==> src/ptst_pkg.sv <==
// Package for the periodic timer slot table: sizes, codes and shared types.
package ptst_pkg;

  localparam int SLOTS = 16;
  localparam int CNT_W = $clog2(SLOTS);
  localparam int ID_W = 24;
  localparam int DLY_W = 32;
  localparam logic [ID_W-1:0] ID_WRAP = 24'd9999999;

  localparam logic [1:0] REQ_TICK   = 2'd0;
  localparam logic [1:0] REQ_ADD    = 2'd1;
  localparam logic [1:0] REQ_REMOVE = 2'd2;
  localparam logic [1:0] REQ_CLEAR  = 2'd3;

  localparam logic [1:0] KIND_ADDED = 2'd0;
  localparam logic [1:0] KIND_FIRED = 2'd1;
  localparam logic [1:0] KIND_FULL  = 2'd2;
  localparam logic [1:0] KIND_DONE  = 2'd3;

  // Contents of one timer slot.
  typedef struct packed {
    logic                    valid;
    logic                    stage;
    logic signed [DLY_W-1:0] remaining;
    logic signed [DLY_W-1:0] repeat_dly;
    logic [ID_W-1:0]         ident;
  } slot_t;

  // The request being worked on.
  typedef struct packed {
    logic [1:0]              req_type;
    logic                    stage;
    logic [30:0]             elapsed;
    logic [30:0]             first_delay;
    logic signed [DLY_W-1:0] repeat_delay;
    logic [ID_W-1:0]         task_id;
  } req_t;

  // What the head unit did with the slot passing through it.
  typedef struct packed {
    logic fire;
    logic claim;
    logic match;
  } head_stat_t;

  function automatic logic [ID_W-1:0] id_after(input logic [ID_W-1:0] id);
    logic [ID_W-1:0] nxt;
    nxt = id + 1'b1;
    return (nxt >= ID_WRAP) ? '0 : nxt;
  endfunction

endpackage

==> src/ptst_cell.sv <==
// One cell of the slot ring: holds a slot and passes it on while the ring turns.
module ptst_cell (
  input  logic                  clk,
  input  logic                  rst_n,
  input  logic                  shift_en,
  input  ptst_pkg::slot_t       slot_in,
  output ptst_pkg::slot_t       slot_out
);

  logic                              valid_r;
  logic                              stage_r;
  logic signed [ptst_pkg::DLY_W-1:0] remaining_r;
  logic signed [ptst_pkg::DLY_W-1:0] repeat_r;
  logic [ptst_pkg::ID_W-1:0]         ident_r;

  // Only the valid bit is reset; the payload is meaningless while it is clear.
  always_ff @(posedge clk) begin
    if (!rst_n) begin
      valid_r <= 1'b0;
    end else if (shift_en) begin
      valid_r <= slot_in.valid;
    end
  end

  always_ff @(posedge clk) begin
    if (shift_en) begin
      stage_r     <= slot_in.stage;
      remaining_r <= slot_in.remaining;
      repeat_r    <= slot_in.repeat_dly;
      ident_r     <= slot_in.ident;
    end
  end

  always_comb begin
    slot_out.valid      = valid_r;
    slot_out.stage      = stage_r;
    slot_out.remaining  = remaining_r;
    slot_out.repeat_dly = repeat_r;
    slot_out.ident      = ident_r;
  end

endmodule

==> src/ptst_head.sv <==
// Head unit of the slot ring: applies the current request to one slot.
module ptst_head (
  input  ptst_pkg::req_t                 req,
  input  logic                           taken,
  input  logic                           hit,
  input  logic [ptst_pkg::ID_W-1:0]      next_id,
  input  ptst_pkg::slot_t                slot_in,
  output ptst_pkg::slot_t                slot_out,
  output ptst_pkg::head_stat_t           stat
);

  logic signed [ptst_pkg::DLY_W:0] diff;

  // A negative result can only come from a slot that fires, and a firing slot
  // is reloaded or freed, so the wrapped low bits are never kept.
  assign diff = {slot_in.remaining[ptst_pkg::DLY_W-1], slot_in.remaining}
              - $signed({2'b00, req.elapsed});

  always_comb begin
    slot_out = slot_in;
    stat     = '0;
    case (req.req_type)
      ptst_pkg::REQ_TICK: begin
        if (slot_in.valid && (slot_in.stage == req.stage)) begin
          if (diff[ptst_pkg::DLY_W]) begin
            stat.fire = 1'b1;
            if (slot_in.repeat_dly[ptst_pkg::DLY_W-1]) begin
              slot_out.valid = 1'b0;
            end else begin
              slot_out.remaining = slot_in.repeat_dly;
            end
          end else begin
            slot_out.remaining = diff[ptst_pkg::DLY_W-1:0];
          end
        end
      end
      ptst_pkg::REQ_ADD: begin
        if (!slot_in.valid && !taken) begin
          stat.claim          = 1'b1;
          slot_out.valid      = 1'b1;
          slot_out.stage      = req.stage;
          slot_out.remaining  = $signed({1'b0, req.first_delay});
          slot_out.repeat_dly = req.repeat_delay;
          slot_out.ident      = next_id;
        end
      end
      ptst_pkg::REQ_REMOVE: begin
        if (slot_in.valid && !hit && (slot_in.ident == req.task_id)) begin
          stat.match     = 1'b1;
          slot_out.valid = 1'b0;
        end
      end
      default: begin
        slot_out.valid = 1'b0;
      end
    endcase
  end

endmodule

==> src/periodic_timer_slot_table.sv <==
// Top level of the periodic timer slot table: slot ring, head unit and control.
//
// The block keeps SLOTS timer slots in a ring of cells. A request is accepted
// at a rising edge where start is high and busy is low; its fields sit on the
// in_ ports. Once accepted, the ring turns once around: at each shift the
// slot in the front cell passes through the head unit, which applies the
// request to it, and moves to the back of the ring. After a full
// turn every slot is back in its own cell, and the slots were seen in slot
// order, so firings come out lowest slot first.
//
// Results appear on the out_ ports for exactly one cycle, marked by
// out_strobe; the receiver cannot hold them off. A tick gives one fired
// transaction per expiring slot (out_last low) and then a done transaction
// (out_last high). Add, remove and clear give one transaction each.
// An item's final result follows the one turn of the ring; busy drops so
// that the next request can be accepted at the very edge that launches the
// final result. After reset every slot is free and the id counter is zero.
module periodic_timer_slot_table (
  input  logic                            clk,
  input  logic                            rst_n,
  input  logic                            start,
  output logic                            busy,
  input  logic [1:0]                      in_req_type,
  input  logic                            in_stage,
  input  logic [30:0]                     in_elapsed,
  input  logic [30:0]                     in_first_delay,
  input  logic signed [31:0]              in_repeat_delay,
  input  logic [23:0]                     in_task_id,
  output logic                            out_strobe,
  output logic [1:0]                      out_kind,
  output logic [23:0]                     out_task_id_res,
  output logic                            out_found,
  output logic                            out_last
);

  // Ring of slot cells. Cell 0 is the front; the head unit feeds the back.
  ptst_pkg::slot_t      ring_q [ptst_pkg::SLOTS];
  ptst_pkg::slot_t      head_out;
  ptst_pkg::head_stat_t head_stat;

  // Control registers.
  logic                            busy_r, busy_nxt;
  logic                            pend_r, pend_nxt;
  logic [ptst_pkg::CNT_W-1:0]      cnt_r, cnt_nxt;
  ptst_pkg::req_t                  req_r, req_nxt;
  logic                            taken_r, taken_nxt;
  logic                            hit_r, hit_nxt;
  logic [ptst_pkg::ID_W-1:0]       res_id_r, res_id_nxt;
  logic [ptst_pkg::ID_W-1:0]       next_id_r, next_id_nxt;

  // Result registers.
  logic                            strobe_r, strobe_nxt;
  logic [1:0]                      kind_r, kind_nxt;
  logic [ptst_pkg::ID_W-1:0]       id_r, id_nxt;
  logic                            found_r, found_nxt;
  logic                            last_r, last_nxt;

  logic accept;

  assign accept = start && !busy_r;

  for (genvar k = 0; k < ptst_pkg::SLOTS; k++) begin : g_ring
    ptst_pkg::slot_t cell_in;
    if (k == ptst_pkg::SLOTS - 1) begin : g_back
      assign cell_in = head_out;
    end else begin : g_mid
      assign cell_in = ring_q[k+1];
    end
    ptst_cell u_cell (
      .clk      (clk),
      .rst_n    (rst_n),
      .shift_en (busy_r),
      .slot_in  (cell_in),
      .slot_out (ring_q[k])
    );
  end

  ptst_head u_head (
    .req      (req_r),
    .taken    (taken_r),
    .hit      (hit_r),
    .next_id  (next_id_r),
    .slot_in  (ring_q[0]),
    .slot_out (head_out),
    .stat     (head_stat)
  );

  always_comb begin
    busy_nxt    = busy_r;
    pend_nxt    = 1'b0;
    cnt_nxt     = cnt_r;
    req_nxt     = req_r;
    taken_nxt   = taken_r;
    hit_nxt     = hit_r;
    res_id_nxt  = res_id_r;
    next_id_nxt = next_id_r;
    strobe_nxt  = 1'b0;
    kind_nxt    = kind_r;
    id_nxt      = id_r;
    found_nxt   = found_r;
    last_nxt    = last_r;

    // The final result of the previous request goes out at the edge after its
    // turn of the ring ends, which may be the edge that accepts the next one.
    if (pend_r) begin
      strobe_nxt = 1'b1;
      last_nxt   = 1'b1;
      id_nxt     = '0;
      found_nxt  = 1'b0;
      kind_nxt   = ptst_pkg::KIND_DONE;
      if (req_r.req_type == ptst_pkg::REQ_ADD) begin
        kind_nxt = taken_r ? ptst_pkg::KIND_ADDED : ptst_pkg::KIND_FULL;
        id_nxt   = taken_r ? res_id_r : '0;
      end else if (req_r.req_type == ptst_pkg::REQ_REMOVE) begin
        found_nxt = hit_r;
      end
    end

    if (accept) begin
      busy_nxt             = 1'b1;
      cnt_nxt              = '0;
      taken_nxt            = 1'b0;
      hit_nxt              = 1'b0;
      req_nxt.req_type     = in_req_type;
      req_nxt.stage        = in_stage;
      req_nxt.elapsed      = in_elapsed;
      req_nxt.first_delay  = in_first_delay;
      req_nxt.repeat_delay = in_repeat_delay;
      req_nxt.task_id      = in_task_id;
    end else if (busy_r) begin
      if (head_stat.claim) begin
        taken_nxt   = 1'b1;
        res_id_nxt  = next_id_r;
        next_id_nxt = ptst_pkg::id_after(next_id_r);
      end
      if (head_stat.match) begin
        hit_nxt = 1'b1;
      end
      if (head_stat.fire) begin
        strobe_nxt = 1'b1;
        kind_nxt   = ptst_pkg::KIND_FIRED;
        id_nxt     = ring_q[0].ident;
        found_nxt  = 1'b0;
        last_nxt   = 1'b0;
      end
      cnt_nxt = cnt_r + 1'b1;
      if (cnt_r == ptst_pkg::CNT_W'(ptst_pkg::SLOTS - 1)) begin
        busy_nxt = 1'b0;
        pend_nxt = 1'b1;
      end
    end
  end

  always_ff @(posedge clk) begin
    if (!rst_n) begin
      busy_r    <= 1'b0;
      pend_r    <= 1'b0;
      strobe_r  <= 1'b0;
      next_id_r <= '0;
      cnt_r     <= '0;
    end else begin
      busy_r    <= busy_nxt;
      pend_r    <= pend_nxt;
      strobe_r  <= strobe_nxt;
      next_id_r <= next_id_nxt;
      cnt_r     <= cnt_nxt;
    end
  end

  always_ff @(posedge clk) begin
    req_r    <= req_nxt;
    taken_r  <= taken_nxt;
    hit_r    <= hit_nxt;
    res_id_r <= res_id_nxt;
    kind_r   <= kind_nxt;
    id_r     <= id_nxt;
    found_r  <= found_nxt;
    last_r   <= last_nxt;
  end

  assign busy            = busy_r;
  assign out_strobe      = strobe_r;
  assign out_kind        = kind_r;
  assign out_task_id_res = id_r;
  assign out_found       = found_r;
  assign out_last        = last_r;

`ifndef NO_ASSERTIONS
  // Every transaction that is not the last of its request is a firing.
  a_mid_is_fire: assert property (@(posedge clk) disable iff (!rst_n)
    (out_strobe && !out_last) |-> (out_kind == ptst_pkg::KIND_FIRED))
    else $error("non-final result is not a firing");

  // The end of a ring turn is followed by the final result of that request.
  a_final_after_turn: assert property (@(posedge clk) disable iff (!rst_n)
    $fell(busy) |=> (out_strobe && out_last))
    else $error("ring turn ended without a final result");

  // An accepted request starts a ring turn.
  a_accept_busy: assert property (@(posedge clk) disable iff (!rst_n)
    (start && !busy) |=> busy)
    else $error("accepted request did not start the ring");
`endif

endmodule

==> config.mk <==
export PLATFORM = sky130hd
export DESIGN_NAME = periodic_timer_slot_table
export DESIGN_NICKNAME = d
export VERILOG_FILES = /design/src/ptst_pkg.sv /design/src/ptst_cell.sv /design/src/ptst_head.sv /design/src/periodic_timer_slot_table.sv
export SDC_FILE = /design/constraint.sdc
export NUM_CORES = 1
export LEC_CHECK = 0
export BUFFER_PORTS_ARGS = -buffer_cell sky130_fd_sc_hd__buf_4
export CORE_UTILIZATION = 50
export CTS_BUF_LIST = sky130_fd_sc_hd__clkbuf_4 sky130_fd_sc_hd__clkbuf_8
export CTS_CLUSTER_SIZE = 16
export DETAILED_ROUTE_END_ITERATION = 7
export PLACE_DENSITY = 0.66
export SLEW_MARGIN = 25
export SYNTH_ARGS = -nofsm -noshare
export SYNTH_HDL_FRONTEND = slang
export SYNTH_HIERARCHICAL = 1
export SYNTH_SLANG_ARGS = --single-unit
==> constraint.sdc <==
create_clock -name clk -period 101 [get_ports clk]
set_clock_uncertainty 0.2 [all_clocks]
set_input_delay 5.05 -clock clk [delete_from_list [all_inputs] [get_ports clk]]
set_output_delay 5.05 -clock clk [all_outputs]
set_load 0.01 [all_outputs]
==> impl_metrics.ini <==
[run_status]
outcome = finished clean

[clock_network]
max-clock-path-buffers = 4
clock_latency_ns = 0.94
cts.hold.buffers_added = 0
post_cts_buffers = 0
clock_tree_from_tritoncts = yes
clkSinkCount = 1646
clockRootBuffer = sky130_fd_sc_hd__clkbuf_8
post_cts.resized_instances = 0
cts_buffers = 278
cts-htree-levels = 5
clkSlewWorstSetupHoldPaths_ns = 0.06

[synthesis]
ys_seq_area_share_pct = 88.07
ys_types = 93
synth_fp_nets = 2791
synth_edf_count = 1569
async_reset_ff_share_pct = 0
synthesis.area_sq_um = 55250
ys_dominant_reg_cell = sky130_fd_sc_hd__edfxtp_1
synth.avg_cell_area_sq_um = 20.99
yosysWarningCount = 6
synthesis.instances = 2632
ys_ff_latch = 1646

[critical_path]
critPathMaxFanout = 58
slowest_stage = sky130_fd_sc_hd__dfxtp_4
worstSetupPathType = flop to primary output
timing.critical_path.slowest_cell_delay_ns = 0.84
crit_buf_inv = 1
endpoint_kind = primary output
worstPathCellList = buf_4
crit_required_ns = 95.75
cp.arrival_ns = 2.09
crit_family = flip-flops
r2r.worst_path.cells = 5
path_depth = 1
timing.critical_path.from_type = flop

[finish]
finalNetCount = 3154
area_growth_syn_to_layout_pct = 14.68
commonest_non_fill_non_tap_cell_in_the_layout = sky130_fd_sc_hd__edfxtp_1
drive_above_1_share_pct = 22.47
finalCoreUtilization_pct = 58.04
mostFrequentLayoutCells = sky130_fd_sc_hd__edfxtp_1 (1569), sky130_fd_sc_hd__clkbuf_8 (289), sky130_fd_sc_hd__buf_4 (168)

[timing]
max_freq_ghz = 0.1363
totalNegativeSetupSlack_ns = 0
finalSetupViolations = 0
worst_pin_slew_ns = 1.096
timing.slew.headroom_pct = 26.94
maxSlewViolCount = 0
final_critical_path_setup_slack_ns = 93.66
final_count_of_hold_timing_violations = 0
final_critical_path_share_of_the_clock_period_pct = 7.264
rsz0062_at_grt = no
post-route-min-period_ns = 7.337

[die]
floorplan.io_pins = 154
initial_core_util_pct = 50.61
row_count = 121
floorplan.die.height_microns = 334.4
dieArea_sq_um = 111800
coreArea_sq_um = 109200
die-width_microns = 334.4

[routing]
route.detailed.vias_per_inst = 5.236
detail_route.wl_per_cell_microns = 20.76
wl_mm = 96.90
vias = 24440
drt_first_pass_iters = 6
ant_nets = 0
post-route-drc-count = 0
detailedRoute.firstIterationViolations = 2155

[job]
number_of_maximum_capacitance_violations = 0

[grt]
gr-total-overflow = 0
grtUsageTotal_pct = 17.62
global_route_wire_length_before_repair_mm = 147.7
first_global_vias = 24850
grt_antenna_before_repair = 10
grt_start_max_net_pins = 201

[place]
port_buffers = 153
dp_hpwl_mm = 56.07
placement.setup.worst_slack_ns = 93.69
finalWeightedCongestion = 0.8423

[power_and_ir_drop]
ir_worst_vdd_mv = 0.01188
leakage_nw = 21.60
power.density_cell_area_nw_per_um2 = 22.50

[min_path]
hp-class = flop to flop
timing.hold.worst_path_depth = 0
## metal layers
layer / GRT usage [%] / routed length, microns / vias to the layer above
li1: - / - / 11020
met1: 25.61 / 43780 / 12380
met2: 25.44 / 43710 / 796
met3: 4.297 / 6212 / 240
met4: 7.798 / 3170 / 2
met5: 0 / 15 / -
## Yosys cell counts, types with 6 or more instances
master / instances / area share (%)
sky130_fd_sc_hd__buf_4: 35 / 0.48
sky130_fd_sc_hd__or3_1: 6 / 0.068
sky130_fd_sc_hd__a22oi_1: 24 / 0.33
sky130_fd_sc_hd__dfxtp_1: 77 / 2.8
sky130_fd_sc_hd__o21ai_1: 10 / 0.091
sky130_fd_sc_hd__mux2i_1: 29 / 0.53
sky130_fd_sc_hd__nor2_1: 77 / 0.52
sky130_fd_sc_hd__o211ai_1: 9 / 0.12
sky130_fd_sc_hd__xnor2_1: 34 / 0.54
sky130_fd_sc_hd__nand2b_1: 7 / 0.079
sky130_fd_sc_hd__ha_1: 34 / 0.77
sky130_fd_sc_hd__a21oi_1: 81 / 0.73
sky130_fd_sc_hd__edfxtp_1: 1569 / 85
sky130_fd_sc_hd__a31oi_1: 6 / 0.068
sky130_fd_sc_hd__o21a_1: 7 / 0.095
sky130_fd_sc_hd__nor2b_1: 48 / 0.54
sky130_fd_sc_hd__nand2_1: 88 / 0.60
sky130_fd_sc_hd__clkbuf_1: 37 / 0.25
sky130_fd_sc_hd__o21ai_0: 72 / 0.65
sky130_fd_sc_hd__and3_1: 9 / 0.10
sky130_fd_sc_hd__mux2_2: 58 / 1.2
sky130_fd_sc_hd__buf_2: 16 / 0.14
sky130_fd_sc_hd__nor3_1: 20 / 0.18
sky130_fd_sc_hd__nand4_1: 20 / 0.23
sky130_fd_sc_hd__inv_1: 47 / 0.32
sky130_fd_sc_hd__nor4_1: 6 / 0.068
sky130_fd_sc_hd__xor2_1: 39 / 0.62
sky130_fd_sc_hd__a211oi_1: 7 / 0.095
sky130_fd_sc_hd__or2_2: 6 / 0.068
sky130_fd_sc_hd__nand3_1: 27 / 0.24
## sequential cells by signal, summed over array words and instances, names as in the netlist, 2 cells and up
register and cells:
req_r 121, g_ring.u_cell/valid_r 16, g_ring.u_cell/remaining_r 512, out_kind 2, res_id_r 24, g_ring.u_cell/stage_r 16
g_ring.u_cell/ident_r 384, g_ring.u_cell/repeat_r 512, out_task_id_res 24, next_id_r 24, cnt_r 4
## kinds of logic (layout without fill, tap and decap cells)
logic type	Yosys count	count (layout)	synth area share [%]
xor gates and xnor gates	73	73	1.157
buffers and inverters	140	699	1.268
adders and majority gates	35	35	0.8063
muxes	87	87	1.708
DFF	1646	1646	88.07
and+or+nand+nor	356	356	3.377
AOI/OAI and AO/OA	295	295	3.612
other	0	1	0
## final timing paths
| path | start | endpoint | slack [ns] |
|---|---|---|---|
| hold / removal | g_ring[5].u_cell/remaining_r[1] | g_ring[4].u_cell/remaining_r[1] | 0.18 |
| setup / recovery | busy | busy | 93.66 |
| setup reg to reg | busy | g_ring[14].u_cell/remaining_r[28] | 95.07 |
| hold reg to reg | g_ring[5].u_cell/remaining_r[1] | g_ring[4].u_cell/remaining_r[1] | 0.18 |
## report_power, final
group	internal, mW	switching (mW)	leakage (nW)	total [mW]
sequential	0.793	0.0136	15.6	0.807
combinational	0.0148	0.0342	3.19	0.0490
clock	0.322	0.248	2.82	0.570
total	1.13	0.295	21.6	1.43
## metrics by stage
stage	instances	hold WS, ns	power [mW]	instance area [sq um]
4_1_cts	4666	0.1756	1.447	63310
5_1_grt	4668	0.1733	1.481	63350
3_3_place_gp	4190	0.2001	0.8664	57940
3_5_place_dp	4190	0.2045	0.8696	57940
6_report	4668	0.1767	1.426	63350
2_1_floorplan	2632	0.2003	0.8971	55250
## final cells by class
class / count / area (sq um)
flip-flops and latches: 1646 / 48660
fillers: 7844 / 45800
multi-input cells: 846 / 5906
clock buffers: 375 / 4623
well taps: 1476 / 1847
repair buffers: 176 / 1394
clock inverters: 101 / 740.7
inverters: 47 / 181.4
diodes: 1 / 2.502
No activity file was read; power rests on OpenSTA's default activity.
